--- config.mk ---
export PLATFORM = sky130hd
export DESIGN_NAME = trackpad_gesture_to_mouse_flat
export DESIGN_NICKNAME = d
export VERILOG_FILES = /design/src/rtl/tgm_pkg.sv /design/src/rtl/tgm_req_if.sv /design/src/rtl/tgm_rsp_if.sv /design/src/rtl/trackpad_gesture_to_mouse.sv /design/src/rtl/tgm_scroll_div.sv /design/src/flat_wrapper.sv
export VERILOG_INCLUDE_DIRS = /design/src /design/src/rtl
export SDC_FILE = /design/constraint.sdc
export NUM_CORES = 1
export LEC_CHECK = 0
export BUFFER_PORTS_ARGS = -buffer_cell sky130_fd_sc_hd__buf_2
export CORE_MARGIN = 2
export CORE_UTILIZATION = 50
export CTS_CLUSTER_SIZE = 10
export DETAILED_ROUTE_END_ITERATION = 10
export MAX_ROUTING_LAYER = met4
export PLACE_DENSITY = 0.73
export SLEW_MARGIN = 40
export SYNTH_ARGS = -nofsm -noshare
export SYNTH_HDL_FRONTEND = slang
export SYNTH_SLANG_ARGS = --single-unit
--- constraint.sdc ---
create_clock -name clock -period 20.2 [get_ports clock]
set_clock_uncertainty 0.15 [all_clocks]
set_input_delay 4.04 -clock clock [delete_from_list [all_inputs] [get_ports clock]]
set_output_delay 4.04 -clock clock [all_outputs]
set_load 0.02 [all_outputs]
--- src/rtl/trackpad_gesture_to_mouse_assert.svh ---
// Assertion macros for the RTL of the trackpad gesture block.
// Each macro takes a label, the clock, the reset, a condition and a consequence.
`ifndef TRACKPAD_GESTURE_TO_MOUSE_ASSERT_SVH
`define TRACKPAD_GESTURE_TO_MOUSE_ASSERT_SVH

`ifndef SYNTHESIS

// The consequence holds in the same cycle as the condition.
`define TGM_ASSERT_SAME(label, clk, rst, cond, cons) \
   label: assert property (@(posedge clk) disable iff (rst) (cond) |-> (cons)) \
      else $error("assertion failed: same-cycle implication");

// The consequence holds in the cycle after the condition.
`define TGM_ASSERT_NEXT(label, clk, rst, cond, cons) \
   label: assert property (@(posedge clk) disable iff (rst) (cond) |=> (cons)) \
      else $error("assertion failed: next-cycle implication");

`else

`define TGM_ASSERT_SAME(label, clk, rst, cond, cons)
`define TGM_ASSERT_NEXT(label, clk, rst, cond, cons)

`endif

`endif

--- src/rtl/tgm_pkg.sv ---
package tgm_pkg;

   // Item kinds on the request channel.
   localparam logic OP_TICK  = 1'b0;
   localparam logic OP_FRAME = 1'b1;

   // Configuration register indexes.
   localparam int CSR_INDEX_W = 2;
   localparam logic [CSR_INDEX_W-1:0] CSR_TAP_WINDOW  = 2'd0;
   localparam logic [CSR_INDEX_W-1:0] CSR_HOLD_WINDOW = 2'd1;
   localparam logic [CSR_INDEX_W-1:0] CSR_TAP_TRAVEL  = 2'd2;

   // Configuration reset values.
   localparam logic [15:0] TAP_WINDOW_RST  = 16'd300;
   localparam logic [15:0] HOLD_WINDOW_RST = 16'd200;
   localparam logic [15:0] TAP_TRAVEL_RST  = 16'd15;

   // Finger count clamp and default scroll divisor.
   localparam logic [2:0] MAX_FINGERS     = 3'd5;
   localparam int         SCROLL_DIV_DEF  = 4;

   // Report button bits.
   localparam logic [2:0] BTN_LEFT   = 3'h1;
   localparam logic [2:0] BTN_RIGHT  = 3'h2;
   localparam logic [2:0] BTN_MIDDLE = 3'h4;

   // Gesture states.
   typedef enum logic [2:0] {
      G_NONE         = 3'd0,
      G_POSSIBLE_TAP = 3'd1,
      G_HOLD         = 3'd2,
      G_DOUBLE_TAP   = 3'd3,
      G_RIGHT_CLICK  = 3'd4
   } gesture_type;

   // One registered request item.
   typedef struct packed {
      logic        op;
      logic [2:0]  touch_count;
      logic [15:0] first_x;
      logic [15:0] first_y;
      logic        first_touching;
      logic        button_left;
      logic        button_right;
      logic        button_middle;
   } req_item_type;

   // Clamp a signed delta to the report range of plus or minus 127.
   function automatic logic signed [7:0] sat8(input logic signed [17:0] v);
      logic signed [7:0] r;
      if (v > 18'sd127) begin
         r = 8'sd127;
      end else if (v < -18'sd127) begin
         r = -8'sd127;
      end else begin
         r = v[7:0];
      end
      return r;
   endfunction

endpackage

--- src/rtl/tgm_req_if.sv ---
interface tgm_req_if;
   logic        valid;
   logic        ready;
   logic        op;
   logic [2:0]  touch_count;
   logic [15:0] first_x;
   logic [15:0] first_y;
   logic        first_touching;
   logic        button_left;
   logic        button_right;
   logic        button_middle;

   modport source (
      output valid, op, touch_count, first_x, first_y, first_touching,
             button_left, button_right, button_middle,
      input  ready
   );

   modport sink (
      input  valid, op, touch_count, first_x, first_y, first_touching,
             button_left, button_right, button_middle,
      output ready
   );
endinterface

--- src/rtl/tgm_rsp_if.sv ---
interface tgm_rsp_if;
   logic              valid;
   logic              ready;
   logic [2:0]        buttons;
   logic signed [7:0] move_x;
   logic signed [7:0] move_y;
   logic signed [7:0] scroll_h;
   logic signed [7:0] scroll_v;

   modport source (
      output valid, buttons, move_x, move_y, scroll_h, scroll_v,
      input  ready
   );

   modport sink (
      input  valid, buttons, move_x, move_y, scroll_h, scroll_v,
      output ready
   );
endinterface

--- src/rtl/trackpad_gesture_to_mouse.sv ---
// Trackpad gesture recognizer producing mouse reports.
// The request channel carries two kinds of transaction: a tick advances the
// millisecond time base and produces nothing; a frame carries the finger
// count, the first contact position and the physical buttons, and produces
// exactly one report transaction on the response channel (buttons, pointer
// deltas, scroll deltas, each delta saturated to plus or minus 127).
// The user must write registers on the csr port only while the block is idle;
// the block does not enforce this. A transaction is taken into an input
// register; when it moves on, the gesture logic runs once on it and loads the
// report register, from which the report is offered on the response channel.
// One transaction per cycle is sustained while the receiver takes reports; the
// combinational state update through the gesture compares and the scroll
// reciprocal multiply sets that figure. When the receiver stalls, the report holds
// and one more transaction waits in the input register; ticks keep flowing while a
// report waits, until a frame reaches the input register.
// Synchronous reset clears the time base, the gesture state and both
// channel registers, and reloads the register defaults.
`include "trackpad_gesture_to_mouse_assert.svh"

module trackpad_gesture_to_mouse
   import tgm_pkg::*;
#(
   parameter int SCROLL_DIV = SCROLL_DIV_DEF
) (
   input  logic                   clock,
   input  logic                   reset,
   tgm_req_if.sink                req_chan,
   tgm_rsp_if.source              rsp_chan,
   input  logic                   csr_we,
   input  logic [CSR_INDEX_W-1:0] csr_index,
   input  logic [15:0]            csr_wdata
);

   // Channel registers.
   req_item_type      in_item_ff;
   logic              in_valid_ff;
   logic              rsp_valid_ff;
   logic [2:0]        rsp_buttons_ff, rsp_buttons_in;
   logic signed [7:0] rsp_move_x_ff, rsp_move_x_in;
   logic signed [7:0] rsp_move_y_ff, rsp_move_y_in;
   logic signed [7:0] rsp_scroll_h_ff, rsp_scroll_h_in;
   logic signed [7:0] rsp_scroll_v_ff, rsp_scroll_v_in;

   // Configuration registers.
   logic [15:0] tap_window_ff;
   logic [15:0] hold_window_ff;
   logic [15:0] tap_travel_ff;

   // Gesture state.
   logic [31:0]       now_ff, now_in;
   gesture_type       gesture_ff, gesture_in;
   logic [31:0]       tap_stamp_ff, tap_stamp_in;
   logic [31:0]       contact_stamp_ff, contact_stamp_in;
   logic [15:0]       start_x_ff, start_x_in;
   logic [15:0]       start_y_ff, start_y_in;
   logic [2:0]        peak_ff, peak_in;
   logic [2:0]        prev_touches_ff, prev_touches_in;
   logic [15:0]       prev_x_ff, prev_x_in;
   logic [15:0]       prev_y_ff, prev_y_in;
   logic              prev_touching_ff, prev_touching_in;
   logic signed [7:0] carry_h_ff, carry_h_in;
   logic signed [7:0] carry_v_ff, carry_v_in;

   // Handshake and datapath signals.
   logic              advance;
   logic              fire_tick;
   logic              fire_frame;
   logic              req_take;
   logic signed [7:0] scroll_h_q, scroll_h_r;
   logic signed [7:0] scroll_v_q, scroll_v_r;

   // The input register moves on when its item is a tick or the report slot frees.
   assign advance    = in_valid_ff &&
                       ((in_item_ff.op == OP_TICK) || !rsp_valid_ff || rsp_chan.ready);
   assign fire_tick  = advance && (in_item_ff.op == OP_TICK);
   assign fire_frame = advance && (in_item_ff.op == OP_FRAME);
   assign req_chan.ready = !in_valid_ff || advance;
   assign req_take   = req_chan.valid && req_chan.ready;

   always_ff @(posedge clock) begin
      if (reset) begin
         in_valid_ff <= 1'b0;
      end else if (req_chan.ready) begin
         in_valid_ff <= req_chan.valid;
      end
   end

   always_ff @(posedge clock) begin
      if (req_take) begin
         in_item_ff.op             <= req_chan.op;
         in_item_ff.touch_count    <= req_chan.touch_count;
         in_item_ff.first_x        <= req_chan.first_x;
         in_item_ff.first_y        <= req_chan.first_y;
         in_item_ff.first_touching <= req_chan.first_touching;
         in_item_ff.button_left    <= req_chan.button_left;
         in_item_ff.button_right   <= req_chan.button_right;
         in_item_ff.button_middle  <= req_chan.button_middle;
      end
   end

   // Configuration writes.
   always_ff @(posedge clock) begin
      if (reset) begin
         tap_window_ff  <= TAP_WINDOW_RST;
         hold_window_ff <= HOLD_WINDOW_RST;
         tap_travel_ff  <= TAP_TRAVEL_RST;
      end else if (csr_we) begin
         unique case (csr_index)
            CSR_TAP_WINDOW:  tap_window_ff  <= csr_wdata;
            CSR_HOLD_WINDOW: hold_window_ff <= csr_wdata;
            CSR_TAP_TRAVEL:  tap_travel_ff  <= csr_wdata;
            default: ;
         endcase
      end
   end

   // Scroll dividers, one per axis.
   tgm_scroll_div #(.SCROLL_DIV(SCROLL_DIV)) u_div_h (
      .cur_pos  (in_item_ff.first_x),
      .prev_pos (prev_x_ff),
      .carry_in (carry_h_ff),
      .quot_sat (scroll_h_q),
      .rem_out  (scroll_h_r)
   );

   tgm_scroll_div #(.SCROLL_DIV(SCROLL_DIV)) u_div_v (
      .cur_pos  (in_item_ff.first_y),
      .prev_pos (prev_y_ff),
      .carry_in (carry_v_ff),
      .quot_sat (scroll_v_q),
      .rem_out  (scroll_v_r)
   );

   // Gesture logic for one item.
   always_comb begin
      logic [2:0]         touches;
      gesture_type        aged;
      logic [31:0]        since_tap;
      logic [31:0]        duration;
      logic [15:0]        dx;
      logic [15:0]        dy;
      logic               moving;
      logic signed [17:0] dmx;
      logic signed [17:0] dmy;

      now_in           = now_ff;
      gesture_in       = gesture_ff;
      tap_stamp_in     = tap_stamp_ff;
      contact_stamp_in = contact_stamp_ff;
      start_x_in       = start_x_ff;
      start_y_in       = start_y_ff;
      peak_in          = peak_ff;
      prev_touches_in  = prev_touches_ff;
      prev_x_in        = prev_x_ff;
      prev_y_in        = prev_y_ff;
      prev_touching_in = prev_touching_ff;
      carry_h_in       = carry_h_ff;
      carry_v_in       = carry_v_ff;
      rsp_buttons_in   = '0;
      rsp_move_x_in    = '0;
      rsp_move_y_in    = '0;
      rsp_scroll_h_in  = '0;
      rsp_scroll_v_in  = '0;

      touches   = (in_item_ff.touch_count > MAX_FINGERS) ? MAX_FINGERS
                                                         : in_item_ff.touch_count;
      since_tap = now_ff - tap_stamp_ff;
      duration  = now_ff - contact_stamp_ff;
      dx        = (in_item_ff.first_x >= start_x_ff) ? in_item_ff.first_x - start_x_ff
                                                     : start_x_ff - in_item_ff.first_x;
      dy        = (in_item_ff.first_y >= start_y_ff) ? in_item_ff.first_y - start_y_ff
                                                     : start_y_ff - in_item_ff.first_y;
      moving    = in_item_ff.first_touching && prev_touching_ff;
      dmx       = $signed({2'b00, in_item_ff.first_x}) - $signed({2'b00, prev_x_ff});
      dmy       = $signed({2'b00, in_item_ff.first_y}) - $signed({2'b00, prev_y_ff});

      // Age the gesture at the start of every frame.
      unique case (gesture_ff)
         G_POSSIBLE_TAP: aged = (since_tap >= {16'd0, hold_window_ff}) ? G_NONE
                                                                        : G_POSSIBLE_TAP;
         G_DOUBLE_TAP:   aged = G_POSSIBLE_TAP;
         G_RIGHT_CLICK:  aged = G_NONE;
         default:        aged = gesture_ff;
      endcase

      if (fire_tick) begin
         now_in = now_ff + 32'd1;
      end

      if (fire_frame) begin
         gesture_in = aged;

         if (prev_touches_ff == 3'd0) begin
            // Contact begins: remember where and when.
            peak_in = 3'd0;
            if (touches != 3'd0) begin
               contact_stamp_in = now_ff;
               start_x_in       = in_item_ff.first_x;
               start_y_in       = in_item_ff.first_y;
               if (aged == G_POSSIBLE_TAP) begin
                  gesture_in   = G_HOLD;
                  tap_stamp_in = now_ff;
               end
            end
         end else begin
            if (touches > peak_ff) begin
               peak_in = touches;
            end
            if (touches == 3'd0) begin
               // Lift: classify the contact that just ended.
               if (aged == G_HOLD) begin
                  gesture_in = (since_tap < {16'd0, hold_window_ff}) ? G_DOUBLE_TAP : G_NONE;
               end else if (duration < {16'd0, tap_window_ff}) begin
                  if (peak_ff == 3'd2) begin
                     gesture_in   = G_RIGHT_CLICK;
                     tap_stamp_in = now_ff;
                  end else if (dx < tap_travel_ff && dy < tap_travel_ff) begin
                     gesture_in   = G_POSSIBLE_TAP;
                     tap_stamp_in = now_ff;
                  end
               end
            end else if (touches == 3'd1) begin
               // One finger moves the pointer.
               if (moving) begin
                  rsp_move_x_in = sat8(dmx);
                  rsp_move_y_in = sat8(dmy);
               end
            end else if (touches == 3'd2) begin
               // Two fingers scroll, carrying the division remainder.
               if (moving) begin
                  rsp_scroll_h_in = scroll_h_q;
                  rsp_scroll_v_in = scroll_v_q;
                  carry_h_in      = scroll_h_r;
                  carry_v_in      = scroll_v_r;
               end
            end
         end

         // Report buttons from the physical switches and the gesture.
         if (in_item_ff.button_left || gesture_in == G_HOLD ||
             gesture_in == G_POSSIBLE_TAP) begin
            rsp_buttons_in = rsp_buttons_in | BTN_LEFT;
         end
         if (in_item_ff.button_right || gesture_in == G_RIGHT_CLICK) begin
            rsp_buttons_in = rsp_buttons_in | BTN_RIGHT;
         end
         if (in_item_ff.button_middle) begin
            rsp_buttons_in = rsp_buttons_in | BTN_MIDDLE;
         end

         prev_touches_in  = touches;
         prev_x_in        = in_item_ff.first_x;
         prev_y_in        = in_item_ff.first_y;
         prev_touching_in = in_item_ff.first_touching;
      end
   end

   // Gesture state registers.
   always_ff @(posedge clock) begin
      if (reset) begin
         now_ff           <= '0;
         gesture_ff       <= G_NONE;
         tap_stamp_ff     <= '0;
         contact_stamp_ff <= '0;
         start_x_ff       <= '0;
         start_y_ff       <= '0;
         peak_ff          <= '0;
         prev_touches_ff  <= '0;
         prev_x_ff        <= '0;
         prev_y_ff        <= '0;
         prev_touching_ff <= 1'b0;
         carry_h_ff       <= '0;
         carry_v_ff       <= '0;
      end else begin
         now_ff           <= now_in;
         gesture_ff       <= gesture_in;
         tap_stamp_ff     <= tap_stamp_in;
         contact_stamp_ff <= contact_stamp_in;
         start_x_ff       <= start_x_in;
         start_y_ff       <= start_y_in;
         peak_ff          <= peak_in;
         prev_touches_ff  <= prev_touches_in;
         prev_x_ff        <= prev_x_in;
         prev_y_ff        <= prev_y_in;
         prev_touching_ff <= prev_touching_in;
         carry_h_ff       <= carry_h_in;
         carry_v_ff       <= carry_v_in;
      end
   end

   // Report register: loads on a frame, clears when taken.
   always_ff @(posedge clock) begin
      if (reset) begin
         rsp_valid_ff <= 1'b0;
      end else if (fire_frame) begin
         rsp_valid_ff <= 1'b1;
      end else if (rsp_chan.ready) begin
         rsp_valid_ff <= 1'b0;
      end
   end

   always_ff @(posedge clock) begin
      if (fire_frame) begin
         rsp_buttons_ff  <= rsp_buttons_in;
         rsp_move_x_ff   <= rsp_move_x_in;
         rsp_move_y_ff   <= rsp_move_y_in;
         rsp_scroll_h_ff <= rsp_scroll_h_in;
         rsp_scroll_v_ff <= rsp_scroll_v_in;
      end
   end

   assign rsp_chan.valid    = rsp_valid_ff;
   assign rsp_chan.buttons  = rsp_buttons_ff;
   assign rsp_chan.move_x   = rsp_move_x_ff;
   assign rsp_chan.move_y   = rsp_move_y_ff;
   assign rsp_chan.scroll_h = rsp_scroll_h_ff;
   assign rsp_chan.scroll_v = rsp_scroll_v_ff;

   // A report only appears after a frame was processed.
   `TGM_ASSERT_SAME(a_rsp_from_frame, clock, reset, $rose(rsp_valid_ff), $past(fire_frame))
   // Ticks advance the time base by one and leave the gesture alone.
   `TGM_ASSERT_NEXT(a_tick_count, clock, reset, fire_tick, now_ff == $past(now_ff) + 32'd1)
   `TGM_ASSERT_NEXT(a_tick_gesture, clock, reset, fire_tick, $stable(gesture_ff))
   // A hold or possible tap always reports the left button.
   `TGM_ASSERT_NEXT(a_hold_left, clock, reset,
                    fire_frame && (gesture_in == G_HOLD || gesture_in == G_POSSIBLE_TAP),
                    rsp_buttons_ff[0])

endmodule

--- src/rtl/tgm_scroll_div.sv ---
// Scroll axis divider: adds the carried remainder to the position delta and
// divides by a constant, truncating toward zero. The quotient is saturated
// for the report and the remainder, with the sign of the dividend, is the
// next carry. The division is a multiplication by a rounded-up reciprocal,
// exact for every dividend magnitude below 2**17.
module tgm_scroll_div
   import tgm_pkg::*;
#(
   parameter int SCROLL_DIV = SCROLL_DIV_DEF
) (
   input  logic [15:0]       cur_pos,
   input  logic [15:0]       prev_pos,
   input  logic signed [7:0] carry_in,
   output logic signed [7:0] quot_sat,
   output logic signed [7:0] rem_out
);

   localparam int MAG_W    = 17;
   localparam int DIV_BITS = $clog2(SCROLL_DIV);
   localparam int SHIFT    = MAG_W + DIV_BITS;
   localparam int RECIP_W  = 19;
   localparam int PROD_W   = SHIFT + MAG_W;
   localparam longint RECIP = ((longint'(1) << SHIFT) + SCROLL_DIV - 1) / SCROLL_DIV;
   localparam logic [RECIP_W-1:0] RECIP_C = RECIP_W'(RECIP);

   logic signed [17:0] dividend;
   logic               negative;
   logic [MAG_W-1:0]   magnitude;
   logic [PROD_W-1:0]  product;
   logic [MAG_W-1:0]   quot_mag;
   logic [MAG_W-1:0]   rem_mag;
   logic signed [17:0] quot_signed;
   logic signed [7:0]  rem_signed;

   // Signed dividend and its magnitude.
   assign dividend  = $signed({2'b00, cur_pos}) - $signed({2'b00, prev_pos})
                      + $signed({{10{carry_in[7]}}, carry_in});
   assign negative  = dividend[17];
   assign magnitude = negative ? MAG_W'(-dividend) : dividend[MAG_W-1:0];

   // Quotient by reciprocal multiplication, remainder by constant multiply-back.
   assign product  = PROD_W'(magnitude) * PROD_W'(RECIP_C);
   assign quot_mag = product[SHIFT +: MAG_W];
   assign rem_mag  = magnitude - MAG_W'(quot_mag * SCROLL_DIV);

   // Restore the sign of the dividend on both results.
   always_comb begin
      if (negative) begin
         quot_signed = -$signed({1'b0, quot_mag});
         rem_signed  = -$signed({1'b0, rem_mag[6:0]});
      end else begin
         quot_signed = $signed({1'b0, quot_mag});
         rem_signed  = $signed({1'b0, rem_mag[6:0]});
      end
   end

   assign quot_sat = sat8(quot_signed);
   assign rem_out  = rem_signed;

endmodule
--- src/flat_wrapper.sv ---
// flat-port wrapper written by rule: the top's interface ports become plain ports
module trackpad_gesture_to_mouse_flat import tgm_pkg::*;
#(
   parameter int SCROLL_DIV = SCROLL_DIV_DEF
)
  (clock, reset, csr_we, csr_index, csr_wdata, req_chan_valid, req_chan_op, req_chan_touch_count, req_chan_first_x, req_chan_first_y, req_chan_first_touching, req_chan_button_left, req_chan_button_right, req_chan_button_middle, req_chan_ready, rsp_chan_valid, rsp_chan_buttons, rsp_chan_move_x, rsp_chan_move_y, rsp_chan_scroll_h, rsp_chan_scroll_v, rsp_chan_ready);
  tgm_req_if req_chan_i ();
  tgm_rsp_if rsp_chan_i ();
  input  logic clock;
  input  logic reset;
  input  logic csr_we;
  input  logic [CSR_INDEX_W-1:0] csr_index;
  input  logic [15:0] csr_wdata;
  input wire logic [$bits(req_chan_i.valid)-1:0] req_chan_valid;
  input wire logic [$bits(req_chan_i.op)-1:0] req_chan_op;
  input wire logic [$bits(req_chan_i.touch_count)-1:0] req_chan_touch_count;
  input wire logic [$bits(req_chan_i.first_x)-1:0] req_chan_first_x;
  input wire logic [$bits(req_chan_i.first_y)-1:0] req_chan_first_y;
  input wire logic [$bits(req_chan_i.first_touching)-1:0] req_chan_first_touching;
  input wire logic [$bits(req_chan_i.button_left)-1:0] req_chan_button_left;
  input wire logic [$bits(req_chan_i.button_right)-1:0] req_chan_button_right;
  input wire logic [$bits(req_chan_i.button_middle)-1:0] req_chan_button_middle;
  output wire logic [$bits(req_chan_i.ready)-1:0] req_chan_ready;
  output wire logic [$bits(rsp_chan_i.valid)-1:0] rsp_chan_valid;
  output wire logic [$bits(rsp_chan_i.buttons)-1:0] rsp_chan_buttons;
  output wire logic [$bits(rsp_chan_i.move_x)-1:0] rsp_chan_move_x;
  output wire logic [$bits(rsp_chan_i.move_y)-1:0] rsp_chan_move_y;
  output wire logic [$bits(rsp_chan_i.scroll_h)-1:0] rsp_chan_scroll_h;
  output wire logic [$bits(rsp_chan_i.scroll_v)-1:0] rsp_chan_scroll_v;
  input wire logic [$bits(rsp_chan_i.ready)-1:0] rsp_chan_ready;
  assign req_chan_i.valid = req_chan_valid;
  assign req_chan_i.op = req_chan_op;
  assign req_chan_i.touch_count = req_chan_touch_count;
  assign req_chan_i.first_x = req_chan_first_x;
  assign req_chan_i.first_y = req_chan_first_y;
  assign req_chan_i.first_touching = req_chan_first_touching;
  assign req_chan_i.button_left = req_chan_button_left;
  assign req_chan_i.button_right = req_chan_button_right;
  assign req_chan_i.button_middle = req_chan_button_middle;
  assign req_chan_ready = req_chan_i.ready;
  assign rsp_chan_valid = rsp_chan_i.valid;
  assign rsp_chan_buttons = rsp_chan_i.buttons;
  assign rsp_chan_move_x = rsp_chan_i.move_x;
  assign rsp_chan_move_y = rsp_chan_i.move_y;
  assign rsp_chan_scroll_h = rsp_chan_i.scroll_h;
  assign rsp_chan_scroll_v = rsp_chan_i.scroll_v;
  assign rsp_chan_i.ready = rsp_chan_ready;
  trackpad_gesture_to_mouse #(.SCROLL_DIV(SCROLL_DIV)) u_core (.clock(clock), .reset(reset), .req_chan(req_chan_i), .rsp_chan(rsp_chan_i), .csr_we(csr_we), .csr_index(csr_index), .csr_wdata(csr_wdata));
endmodule
* Word-level counts from Yosys, hierarchy flattened
Cells that the tools add are included.
Storage, ports and cells: bits in registers 311, latch bits 0, RAM bits 0, bits in read-only memories 0, input port bits 63, output and inout port bits 37, logic and storage cells 173, memories kept 0
Operators by class: $add $sub $neg 19, $mul 0, div/mod/pow operators 0, order comparisons 17, equal/unequal tests 16, shift operators 0, multiplexer cells 43, bitwise operators 6, reductions and logical operators 36
Operator list (count):
- $mux W32 | 8
- $lt A32 B16 Y1 | 2
- $sub A16 B16 Y16 | 4
- $sub A32 B32 Y32 | 2
- $mux W8 | 6
- $add A17 B8 Y18 | 2
- $gt A18 B8 Y1 const B | 2
- $lt A18 B8 Y1 const B | 2
- $mux W18 | 2
- $mux W3 | 12
- $neg A15 Y18 | 2
- $gt A17 B8 Y1 const B | 2
- $lt A17 B8 Y1 const B | 2
- $mux W17 | 2
- $neg A17 Y17 | 2
- $sub A16 B16 Y17 | 2
- $add A32 B1 Y32 const B | 1
- $ge A16 B16 Y1 | 2
- $ge A32 B16 Y1 | 1
- $lt A16 B16 Y1 | 2
- $mux W16 | 2
- $mux W7 | 4
- $neg A7 Y8 | 2
- $eq A3 B2 Y1 const B | 5
- other kinds (27) | 64

* Longest topological paths before layout
depth in word-level cells 16, gate-level depth with buffers 37, gate-level depth less buffers 33

* By module
From an unflattened synthesis, not the netlist that was laid out.
Second synthesis, totals: cells, all modules 3670, area total of the unflattened synthesis 28308.4 um2
Modules (own cells, without submodules):
- trackpad_gesture_to_mouse | times used 1, cells each 2731, area an instance 21647.0 um2, seq. area each 6976.7 um2
- tgm_scroll_div (u_core.u_div_h) | times used 1, cells each 512, area an instance 3477.1 um2, seq. area each 0.0 um2
- tgm_scroll_div (u_core.u_div_v) | times used 1, cells each 427, area an instance 3184.3 um2, seq. area each 0.0 um2

* Worst setup path after synthesis
OpenSTA, ideal clock, no wires.
path type input-to-output, start input rsp_chan_ready, end output req_chan_ready, arrival 4.364 ns, data required time 16.010 ns, slack 11.646 ns, stages on the path 1, cells stage by stage nand4b_1
On the way: cells in the longest elaborated chain, start to end 3
RTL lines:
- start: declaration | RTL line flat_wrapper.sv:30 | input wire logic [$bits(rsp_chan_i.ready)-1:0] rsp_chan_ready;
- $logic_or A1 B1 Y1 | RTL line trackpad_gesture_to_mouse.sv:74 | ((in_item_ff.op == OP_TICK) || !rsp_valid_ff || rsp_chan.ready);
- $logic_and A1 B1 Y1 | RTL line trackpad_gesture_to_mouse.sv:73 | assign advance = in_valid_ff &&
- $logic_or A1 B1 Y1 | RTL line trackpad_gesture_to_mouse.sv:77 | assign req_chan.ready = !in_valid_ff || advance;
- end: declaration | RTL line flat_wrapper.sv:23 | output wire logic [$bits(req_chan_i.ready)-1:0] req_chan_ready;
Every way passes these cells.

* Worst setup path after layout
Ends and elaborated chain as after synthesis.

==> impl_metrics.toml <==
[synthesis]
yosysWarnings = 0
synth_top_family_by_area = "compound AO/OA/AOI/OAI gates"
synth-compound-area-share = 0.233
ys_seq_elements = 301
seq_area_frac_synth = 0.269
synthMuxAreaShare = 0.0299
yosys.area_share.simple = 0.204
synth_area_um2 = 25200
ys_types = 88
synth_xor_area_frac = 0.0642
synth_edf_count = 75
synth_cells = 3257
synthArstFlopShare = 0
syn_avg_cell_area_um2 = 7.74
ys.flop_type = "dfxtp_1"
synthAdderAreaFrac = 0.138
syn_nets = 3593

[global_routing]
grt_pass1_wl_um = 103000
grt_max_degree = 131
grt_use_total = 0.241
grt_antenna_before_repair = 0
overflow = 0
grt_pass1_vias = 20987

[pwr]
p_sw_uw = 524
total_power_mw = 1.68
swShare = 0.311
pwr-share-comb = 0.237
power_density_nw_per_um2 = 61.4
power.share.clock = 0.379
internal_power_mw = 1.16
leakage_nw = 11.5
seqPwrFrac = 0.385
ir_drop_mv = 0.0514

[setup_path]
critPathKind = "in -> out"
worstSetupStartpointType = "input pin"
cp.arrival_ns = 4.55
required_ns = 16.01
startpoint = "rsp_chan_ready"
rr_worst_depth = 29
cp-end-kind = "output pin"
r2r_start = "u_core.in_item_ff[20]"
path_max_fanout = 3

[finish]
multi_input_area_um2 = 16900
nets = 3632
drive_gt1_frac = 0.0660
area_delta_synth_final_pct = 8.75
seq_area_um2 = 6780
n_fill_cell = 4771
antenna_cells = 0
final_cells = 3991

[floorplanning]
die_w_um = 229
rows = 82
io_pins = 100
start_util = 0.505
fp.coreArea_um2 = 50000
die_h_um = 229
dieArea_um2 = 52300

[place]
routabilityCongestion = 0.926
port_buffers = 99
dp_hpwl_um = 46900
dp_cells = 3927

[timing]
maxSlewHeadroom = 0.392
rsz0062_at_grt = "no"
hold_ws_ns = 0.269
post-route-period-util = 0.433
period_needed_ns = 8.74
worst_slew_pin_slew_ns = 0.904
fmax_ghz = 0.114
setup_tns_ns = 0
finalMaxSlewViolations = 0
finalHoldViolCount = 0
setup_viol = 0

[drt]
drc_errors = 0
routed_via_density = 5.68
wl_um = 62100
vias = 22666
wl_per_cell_um = 15.6
final_antenna_net_count = 0
drtIter0Drc = 1498
firstDrtPassIters = 5

[clock_tree]
cts_inserted_buffers = 38
cts-root-buf = "clkbuf_16"
clk_pin_slew_worst_paths_ns = 0.05
holdBufCountCts = 0
clk_latency_ns = 0.56
cts_resized = 0
cts_tree = "done"
cts_buffer_depth = 3
clkSinkCount = 301
htree_levels = 2
cts_setup_buffers = 0

[min_path]
holdPathStages = 0
worstHoldStart = "u_core.in_item_ff[0]"
min_path_type = "reg -> reg"

[flow_run]
cap_violations = 0

[outcome]
outcome = "completed"
-- layout by cell type (no fill, tap or decap), types with 27 or more instances in the layout --
cell type and count:
ha_1 263, dfxtp_1 226, nand4_1 51, a211oi_1 40, o21bai_1 37, nor3_1 63
xnor2_1 108, nand2_1 439, edfxtp_1 75, inv_1 294, o21a_1 43, buf_2 99
nand2b_1 27, nand3_1 64, clkbuf_16 40, nor2b_1 31, a21oi_1 345, xor2_1 77
o21ai_0 154, a21o_1 74, nor2_1 237, mux2i_1 63
-- flip-flops by register name, indices dropped and copies added, names as in the netlist, 3 cells and up --
| register | count |
|---|---|
| u_core.rsp_chan.scroll_h | 8 |
| u_core.hold_window_ff | 16 |
| u_core.prev_y_ff | 16 |
| u_core.peak_ff | 3 |
| u_core.in_item_ff | 40 |
| u_core.now_ff | 32 |
| u_core.tap_stamp_ff | 32 |
| u_core.tap_window_ff | 16 |
| u_core.carry_v_ff | 3 |
| u_core.rsp_chan.buttons | 3 |
| u_core.gesture_ff | 3 |
| u_core.carry_h_ff | 3 |
| u_core.prev_touches_ff | 3 |
| u_core.tap_travel_ff | 16 |
| u_core.start_y_ff | 16 |
| u_core.prev_x_ff | 16 |
| u_core.rsp_chan.move_y | 8 |
| u_core.contact_stamp_ff | 32 |
| u_core.start_x_ff | 16 |
| u_core.rsp_chan.move_x | 8 |
| u_core.rsp_chan.scroll_v | 8 |
-- cell families after synthesis --
| family | count (synthesis) |
|---|---|
| compound gates | 924 |
| xor+xnor | 185 |
| fa+ha+maj | 273 |
| buf+inv | 410 |
| flops | 301 |
| mux | 74 |
| simple gates | 1090 |
-- critical path: stages --
cell and delay (ns):
buf_2 0.10, nand4b_1 0.21, buf_2 0.20
-- cells in the mapped netlist, drive strengths merged, types with 64 or more instances --
cell type / number / area share
nand2: 441 / 0.066
a21oi: 345 / 0.068
inv: 295 / 0.044
ha: 263 / 0.13
nor2: 238 / 0.035
dfxtp: 226 / 0.18
o21ai: 159 / 0.032
xnor2: 108 / 0.037
clkbuf: 98 / 0.015
xor2: 77 / 0.027
edfxtp: 75 / 0.089
a21o: 74 / 0.022
nand3: 65 / 0.013
nor3: 64 / 0.013
-- metrics by stage --
step / utilization / instance area [um2] / worst slack [ns]
after floorplan: - / 25200 / 11.65
after global placement: 0.525 / 26200 / 11.50
after detailed placement: 0.526 / 26300 / 11.46
after CTS: 0.548 / 27400 / 11.46
after global routing: 0.549 / 27400 / 11.42
final: 0.549 / 27400 / 11.46
-- per-layer routing --
metal / track usage / vias up / share of wire
met4: 0.0715 / 0 / 0.025
met1: 0.318 / 10436 / 0.48
met2: 0.389 / 459 / 0.46
met3: 0.0267 / 106 / 0.044
li1: - / 11665 / -
met5: - / - / 0
-- cell type report --
cell class | count | share of cell area
flip-flops and latches | 301 | 0.247
clock inverters | 6 | 0.00187
repair buffers | 114 | 0.0233
clock buffers | 57 | 0.0395
inverters | 295 | 0.0404
multi-input cells | 2546 | 0.617
well taps | 672 | 0.0306
-- power groups by stage --
stage | logic [mW] | clock network, mW | registers (mW)
3_5_place_dp | 0.393 | 0 | 0.660
3_3_place_gp | 0.389 | 0 | 0.660
4_1_cts | 0.396 | 0.654 | 0.647
6_report | 0.399 | 0.637 | 0.647
2_1_floorplan | 0.302 | 0 | 0.658
5_1_grt | 0.450 | 0.675 | 0.649
-- path summary, 6_finish.rpt --
kind                                 endpoint  slack (ns)
setup reg to reg  u_core.rsp_chan.scroll_h[3]       12.80
hold / removal     u_core.rsp_chan.buttons[2]        0.27
setup / recovery               req_chan_ready       11.46
hold reg to reg    u_core.rsp_chan.buttons[2]        0.27
No activity file was read; power rests on OpenSTA's default activity.
